### src/design/dds_cwe_pkg.sv
package dds_cwe_pkg;

   localparam int MCLK_W = 26;
   localparam int NUM_W = 64;
   localparam int REM_W = MCLK_W;
   localparam int CNT_W = 5;

   localparam logic [MCLK_W-1:0] MCLK_RESET = 26'd50000000;
   localparam logic [MCLK_W-1:0] DEG_DIVISOR = 26'd360;
   localparam logic [CNT_W-1:0] DIV_LAST_STEP = 5'd31;

   localparam logic [3:0] REQ_INIT = 4'd0;
   localparam logic [3:0] REQ_ENABLE = 4'd1;
   localparam logic [3:0] REQ_DISABLE = 4'd2;
   localparam logic [3:0] REQ_FREQ_HZ = 4'd3;
   localparam logic [3:0] REQ_FREQ_CODE = 4'd4;
   localparam logic [3:0] REQ_PHASE_DEG = 4'd5;
   localparam logic [3:0] REQ_PHASE_CODE = 4'd6;
   localparam logic [3:0] REQ_SEL_FREQ = 4'd7;
   localparam logic [3:0] REQ_SEL_PHASE = 4'd8;

   localparam logic [7:0] CMD_FREQ_B3 = 8'h33;
   localparam logic [7:0] CMD_FREQ_B2 = 8'h22;
   localparam logic [7:0] CMD_FREQ_B1 = 8'h31;
   localparam logic [7:0] CMD_FREQ_B0 = 8'h20;
   localparam logic [7:0] CMD_PHASE_HI = 8'h19;
   localparam logic [7:0] CMD_PHASE_LO = 8'h08;
   localparam logic [7:0] CMD_INIT_A = 8'hF8;
   localparam logic [7:0] CMD_INIT_B = 8'h80;
   localparam logic [7:0] CMD_ENABLE = 8'hC0;
   localparam logic [7:0] CMD_DISABLE = 8'hE0;

   typedef enum logic [2:0] {
      ST_IDLE = 3'b001,
      ST_DIV  = 3'b010,
      ST_EMIT = 3'b100
   } state_type;

endpackage

### src/design/dds_command_word_encoder.sv
// results: one per cycle while rsp_stall is low, from the cycle after acceptance; for hertz and degree
// requests only once the shared 2-bit-per-cycle restoring divider has finished
// no new request is taken until every result of the current one has been accepted;
// an ignored request type is accepted and dropped with no result
// the divider does two compare-subtract steps per cycle over a 64-bit dividend
// synchronous active-high reset: master clock 50000000, select pins low, block idle
module dds_command_word_encoder (
   input  logic                             clock,
   input  logic                             reset,
   input  logic                             csr_valid,
   output logic                             csr_ready,
   input  logic [dds_cwe_pkg::MCLK_W-1:0]   csr_data,
   input  logic                             req_valid,
   output logic                             req_stall,
   input  logic [3:0]                       req_type,
   input  logic [1:0]                       req_reg_index,
   input  logic [31:0]                      req_value,
   output logic                             rsp_valid,
   input  logic                             rsp_stall,
   output logic [15:0]                      rsp_spi_word,
   output logic                             rsp_word_valid,
   output logic                             rsp_freq_select_pin,
   output logic [1:0]                       rsp_phase_select_pins,
   output logic                             rsp_last
);
   import dds_cwe_pkg::*;

   state_type         state_ff, state_in;
   logic [MCLK_W-1:0] mclk_ff, mclk_in;
   logic              fpin_ff, fpin_in;
   logic [1:0]        ppin_ff, ppin_in;
   logic [3:0]        kind_ff, kind_in;
   logic [1:0]        reg_ff, reg_in;
   logic [31:0]       code_ff, code_in;
   logic [1:0]        idx_ff, idx_in;
   logic [CNT_W-1:0]  cnt_ff, cnt_in;
   logic [NUM_W-1:0]  num_ff, num_in;
   logic [REM_W-1:0]  rem_ff, rem_in;
   logic [MCLK_W-1:0] div_ff, div_in;

   logic              req_take;
   logic              rsp_take;
   logic [REM_W:0]    t1, t2;
   logic              ge1, ge2;
   logic [REM_W-1:0]  r1, r2;
   logic [1:0]        last_idx;
   logic [7:0]        cmd_byte, dat_byte;

   assign req_stall = (state_ff != ST_IDLE);
   assign csr_ready = (state_ff == ST_IDLE);
   assign req_take = req_valid && !req_stall;
   assign rsp_valid = (state_ff == ST_EMIT);
   assign rsp_take = rsp_valid && !rsp_stall;

   // shared restoring divider, two quotient bits per cycle
   always_comb begin
      t1 = {rem_ff, num_ff[NUM_W-1]};
      ge1 = (t1 >= {1'b0, div_ff});
      r1 = ge1 ? REM_W'(t1 - {1'b0, div_ff}) : t1[REM_W-1:0];
      t2 = {r1, num_ff[NUM_W-2]};
      ge2 = (t2 >= {1'b0, div_ff});
      r2 = ge2 ? REM_W'(t2 - {1'b0, div_ff}) : t2[REM_W-1:0];
   end

   always_comb begin
      last_idx = 2'd0;
      cmd_byte = 8'h00;
      dat_byte = 8'h00;
      rsp_word_valid = 1'b1;
      unique case (kind_ff)
         REQ_INIT: begin
            last_idx = 2'd1;
            cmd_byte = (idx_ff[0]) ? CMD_INIT_B : CMD_INIT_A;
         end
         REQ_ENABLE: begin
            cmd_byte = CMD_ENABLE;
         end
         REQ_DISABLE: begin
            cmd_byte = CMD_DISABLE;
         end
         REQ_FREQ_HZ, REQ_FREQ_CODE: begin
            last_idx = 2'd3;
            unique case (idx_ff)
               2'd0: begin
                  cmd_byte = CMD_FREQ_B3;
                  dat_byte = code_ff[31:24];
               end
               2'd1: begin
                  cmd_byte = CMD_FREQ_B2;
                  dat_byte = code_ff[23:16];
               end
               2'd2: begin
                  cmd_byte = CMD_FREQ_B1;
                  dat_byte = code_ff[15:8];
               end
               default: begin
                  cmd_byte = CMD_FREQ_B0;
                  dat_byte = code_ff[7:0];
               end
            endcase
            cmd_byte = cmd_byte | {5'd0, reg_ff[0], 2'd0};
         end
         REQ_PHASE_DEG, REQ_PHASE_CODE: begin
            last_idx = 2'd1;
            if (idx_ff[0]) begin
               cmd_byte = CMD_PHASE_LO | {5'd0, reg_ff, 1'b0};
               dat_byte = code_ff[7:0];
            end else begin
               cmd_byte = CMD_PHASE_HI | {5'd0, reg_ff, 1'b0};
               dat_byte = {4'd0, code_ff[11:8]};
            end
         end
         default: begin
            rsp_word_valid = 1'b0;
         end
      endcase
   end

   assign rsp_spi_word = {cmd_byte, dat_byte};
   assign rsp_last = (idx_ff == last_idx);
   assign rsp_freq_select_pin = fpin_ff;
   assign rsp_phase_select_pins = ppin_ff;

   always_comb begin
      state_in = state_ff;
      mclk_in = mclk_ff;
      fpin_in = fpin_ff;
      ppin_in = ppin_ff;
      kind_in = kind_ff;
      reg_in = reg_ff;
      code_in = code_ff;
      idx_in = idx_ff;
      cnt_in = cnt_ff;
      num_in = num_ff;
      rem_in = rem_ff;
      div_in = div_ff;
      if (csr_valid && csr_ready) begin
         mclk_in = csr_data;
      end
      unique case (state_ff)
         ST_IDLE: begin
            if (req_take) begin
               kind_in = req_type;
               reg_in = req_reg_index;
               code_in = req_value;
               idx_in = 2'd0;
               cnt_in = '0;
               rem_in = '0;
               state_in = ST_EMIT;
               unique case (req_type)
                  REQ_INIT: begin
                     fpin_in = 1'b0;
                     ppin_in = 2'd0;
                  end
                  REQ_FREQ_HZ: begin
                     num_in = {req_value, 32'd0};
                     div_in = (mclk_ff == '0) ? MCLK_W'(1) : mclk_ff;
                     state_in = ST_DIV;
                  end
                  REQ_PHASE_DEG: begin
                     num_in = {20'd0, req_value, 12'd0};
                     div_in = DEG_DIVISOR;
                     state_in = ST_DIV;
                  end
                  REQ_SEL_FREQ: begin
                     fpin_in = req_reg_index[0];
                  end
                  REQ_SEL_PHASE: begin
                     ppin_in = req_reg_index;
                  end
                  REQ_ENABLE, REQ_DISABLE, REQ_FREQ_CODE, REQ_PHASE_CODE: begin
                  end
                  default: begin
                     state_in = ST_IDLE;
                  end
               endcase
            end
         end
         ST_DIV: begin
            num_in = {num_ff[NUM_W-3:0], ge1, ge2};
            rem_in = r2;
            cnt_in = cnt_ff + CNT_W'(1);
            if (cnt_ff == DIV_LAST_STEP) begin
               code_in = {num_ff[29:0], ge1, ge2};
               state_in = ST_EMIT;
            end
         end
         ST_EMIT: begin
            if (rsp_take) begin
               if (rsp_last) begin
                  state_in = ST_IDLE;
               end else begin
                  idx_in = idx_ff + 2'd1;
               end
            end
         end
         default: begin
            state_in = ST_IDLE;
         end
      endcase
   end

   always_ff @(posedge clock) begin
      if (reset) begin
         state_ff <= ST_IDLE;
         mclk_ff <= MCLK_RESET;
         fpin_ff <= 1'b0;
         ppin_ff <= 2'd0;
         idx_ff <= 2'd0;
         cnt_ff <= '0;
      end else begin
         state_ff <= state_in;
         mclk_ff <= mclk_in;
         fpin_ff <= fpin_in;
         ppin_ff <= ppin_in;
         idx_ff <= idx_in;
         cnt_ff <= cnt_in;
      end
   end

   // payload
   always_ff @(posedge clock) begin
      kind_ff <= kind_in;
      reg_ff <= reg_in;
      code_ff <= code_in;
      num_ff <= num_in;
      rem_ff <= rem_in;
      div_ff <= div_in;
   end

   a_no_accept_while_emitting: assert property (@(posedge clock) disable iff (reset)
      rsp_valid |-> req_stall)
      else $error("request accepted while results pending");

   a_idle_after_last: assert property (@(posedge clock) disable iff (reset)
      (rsp_take && rsp_last) |=> !rsp_valid)
      else $error("result shown after final transaction");

   a_pin_only_result: assert property (@(posedge clock) disable iff (reset)
      (rsp_valid && !rsp_word_valid) |-> (rsp_last && rsp_spi_word == 16'd0))
      else $error("pin-only result malformed");

   a_divider_runs: assert property (@(posedge clock) disable iff (reset)
      (state_ff == ST_DIV && cnt_ff != DIV_LAST_STEP) |=> (state_ff == ST_DIV))
      else $error("divider left early");

   a_divider_ends: assert property (@(posedge clock) disable iff (reset)
      (state_ff == ST_DIV && cnt_ff == DIV_LAST_STEP) |=> rsp_valid)
      else $error("divider did not hand over");

endmodule
### config.mk
export PLATFORM = sky130hd
export DESIGN_NAME = dds_command_word_encoder
export DESIGN_NICKNAME = d
export VERILOG_FILES = /design/src/design/dds_cwe_pkg.sv /design/src/design/dds_command_word_encoder.sv
export SDC_FILE = /design/constraint.sdc
export NUM_CORES = 1
export LEC_CHECK = 0
export ABC_AREA = 1
export BUFFER_PORTS_ARGS = -buffer_cell sky130_fd_sc_hd__buf_2
export CAP_MARGIN = 40
export CORE_MARGIN = 4
export CORE_UTILIZATION = 30
export DETAILED_ROUTE_END_ITERATION = 12
export PLACE_DENSITY = 0.47
export SLEW_MARGIN = 20
export SYNTH_ARGS = -nofsm -noshare
export SYNTH_HDL_FRONTEND = slang
export SYNTH_SLANG_ARGS = --single-unit
### constraint.sdc
create_clock -name clock -period 6.8 [get_ports clock]
set_input_delay 1.36 -clock clock [delete_from_list [all_inputs] [get_ports clock]]
set_output_delay 1.36 -clock clock [all_outputs]
set_load 0.05 [all_outputs]
==> results.cfg <==
[setup_path]
start_kind = register
critPathCapture = code_ff[0]$_DFFE_PP_
critPathKind = reg2reg
crit_start = div_ff[10]$_SDFFCE_PP0P_
timing.rr.end = code_ff[0]$_DFFE_PP_
cp_max_fo = 34
required_ns = 6.97
r2r_cells = 23
r2r_start = div_ff[10]$_SDFFCE_PP0P_
r2r_slack_ns = 1.58
arrival_ns = 5.39
cp-end-kind = register

[global_route]
track_usage_pct = 17.0
grt_max_degree = 61
grt-ovfl-total = 0
grt_pass1_vias = 10600
grt_antenna_before_repair = 0
grt_pass1_wl_mm = 59.5

[clock_tree]
ctsHoldBuffers = 0
h-tree-depth = 4
cts_made_buffers = 17
clock-sinks = 193
clk_pin_slew_ns = 0.07
clk_latency_ns = 0.45
cts_root_buf = clkbuf_16
clockBufferDepth = 2
cts_setup_buffers = 0
cts_resized = 0
cts_tree = done

[drt]
firstDrtPassIters = 7
routed_wl_mm = 37.9
num_vias = 10600
final_antenna_net_count = 0
vias_per_cell = 4.82
drc = 0
wl_per_cell_um = 17.2
drtIter0Drc = 730

[outcome]
outcome = complete, no violations

[synth]
synthFlopType = edfxtp_1
avgSynthCellArea_um2 = 7.87
synth_common_cells = nand2_1, inv_1, edfxtp_1, nor2_1, o21ai_0
synth_fp_nets = 1712
synthMostInstantiatedCell = nand2_1
ys_seq_area_share_pct = 43.4
ys_top_cells_by_area = edfxtp_1, nand2_1, inv_1, dfxtp_1, ha_1
yosys_warnings = 0
ys_ff_latch = 193
async_flop_share_pct = 0
yosysTopAreaCellShare_pct = 37.1
syn_area_mm2 = 0.0125
synthCells = 1583
yosysTopAreaCell = edfxtp_1
synth_cell_types = 50
synth_edf_count = 154

[place]
port_buffers = 92
place_ws_ns = 1.61
gp_congestion = 0.875
dp_hpwl_mm = 30.2

[floorplan]
core-area_mm2 = 0.0409
rows = 74
die_x_um = 212
ios = 93
start_util_pct = 30.4
die_h_um = 212
dieArea_mm2 = 0.0448

[power]
power.density_mw_per_mm2 = 267
peakVddDrop_v = 0.000177
p_leak_nw = 6.40

[timing]
period_share_pct = 76.8
setup_violations = 0
setup_tns_ns = 0
finalMaxSlewViolations = 0
finalWorstPathRequiredPeriod_ns = 5.22
worst_slack_ns = 1.58
rsz0062_at_grt = false
worst_slew_margin_rel_pct = 43.1
worst_pin_slew_ns = 0.854
skew_ns = 0.0119
finalHoldViolCount = 0
fmax_ghz = 0.191

[flow_run]
maxCapViolCount = 0

[layout]
diodes = 0
fillerInstances = 4345
drive_above_1_share_pct = 12.5
fin_util_pct = 34.5
area_delta_synth_final_pct = 13.3
layout.nets = 1787

[min_path]
min_path_type = reg2reg
power breakdown:
group | internal (W) | switching, W
Combinational | 0.000392 | 0.000909
Clock | 0.000551 | 0.000476
Sequential | 0.00139 | 0.0000480
per-stage QoR:
| stage | power, W | cells | cell area [um2] | hold slack [ns] |
|---|---|---|---|---|
| 4_1_cts | 0.00380 | 2202 | 14100 | 0.473 |
| 2_1_floorplan | 0.00240 | 1583 | 12500 | 0.439 |
| 6_report | 0.00377 | 2202 | 14100 | 0.473 |
| 3_5_place_dp | 0.00277 | 2171 | 13500 | 0.463 |
| 5_1_grt | 0.00401 | 2202 | 14100 | 0.490 |
| 3_3_place_gp | 0.00277 | 2168 | 13400 | 0.453 |
cell families after synthesis:
group                      Yosys count  synth area share [%]
DFF                                193                  43.4
buffers and inverters              293                  9.36
AOI/OAI and AO/OA                  265                  12.2
xor gates and xnor gates            36                  2.53
adders and majority gates           60                  6.15
and+or+nand+nor                    736                  26.4
registers in the layout, summed over array words and instances (netlist names):
signal,flops
num_ff,64
code_ff,32
div_ff,26
mclk_ff,26
rem_ff,26
cnt_ff,5
kind_ff,4
state_ff,3
idx_ff,2
reg_ff,2
rsp_phase_select_pins,2
rsp_freq_select_pin,1
cells in the final DEF (no fill, tap or decap), types with 7 or more instances in the layout:
cell type	count
inv_2	10
o221ai_1	12
nor2_1	121
nand3_2	23
o211ai_1	13
inv_1	233
buf_4	9
nor3_1	14
ha_1	58
o21ai_1	10
nand3_1	72
o21ai_0	109
nand2_2	10
or2_2	7
buf_2	92
nand2_1	430
xor2_1	19
nand4_1	23
dfxtp_1	39
o21bai_1	7
nor2_2	8
edfxtp_1	154
o22ai_1	22
xnor2_1	17
clkbuf_16	17
a21oi_1	71
per-layer routing:
metal	share of wire, %	GRT usage (%)	wire length, um	up-vias
met2	45	27.5	17200	206
met5	0	0	0	-
met3	4.1	2.65	1560	38
met1	48	23.8	18100	4994
met4	2.6	4.82	1000	0
li1	-	-	-	5381
how the worst min path moves through the flow:
stage / from / end / slack (ns) / cells past startpoint
2_1_floorplan: cnt_ff[4]$_SDFFE_PP0P_ / cnt_ff[4]$_SDFFE_PP0P_ / 0.44 / 2
3_3_place_gp: cnt_ff[4]$_SDFFE_PP0P_ / cnt_ff[4]$_SDFFE_PP0P_ / 0.45 / 2
3_5_place_dp: cnt_ff[3]$_SDFFE_PP0P_ / cnt_ff[3]$_SDFFE_PP0P_ / 0.46 / 2
4_1_cts: cnt_ff[3]$_SDFFE_PP0P_ / cnt_ff[3]$_SDFFE_PP0P_ / 0.47 / 2
5_1_grt: cnt_ff[4]$_SDFFE_PP0P_ / cnt_ff[4]$_SDFFE_PP0P_ / 0.49 / 2
6_report: cnt_ff[3]$_SDFFE_PP0P_ / cnt_ff[3]$_SDFFE_PP0P_ / 0.47 / 2
cell type report:
| class | count | area (um2) | share of cell area (%) |
|---|---|---|---|
| Timing Repair Buffer | 104 | 611 | 4.33 |
| Inverter | 245 | 920 | 6.52 |
| Sequential cell | 193 | 5410 | 38.3 |
| Clock buffer | 19 | 433 | 3.07 |
| Multi-Input combinational cell | 1097 | 5920 | 42.0 |
| Clock inverter | 12 | 150 | 1.06 |
| Tap cell | 532 | 666 | 4.72 |
critical path, stage by stage, from the launching register on:
cell	delay, ns
edfxtp_1	0.37
inv_1	0.20
ha_1	0.33
nand2_1	0.14
inv_2	0.05
nand2_2	0.07
inv_1	0.07
nand2_1	0.11
nand3_2	0.13
nand2_1	0.13
nand3_2	0.38
inv_2	0.59
o21ai_0	0.29
ha_1	0.39
nand2_1	0.17
inv_1	0.07
a21oi_2	0.17
nand2_1	0.08
a21oi_1	0.17
nand3_1	0.13
nand2_1	0.14
nand3_4	0.10
nor2_8	0.50
o21ai_0	0.14
Power figures use the tool's default switching activity.
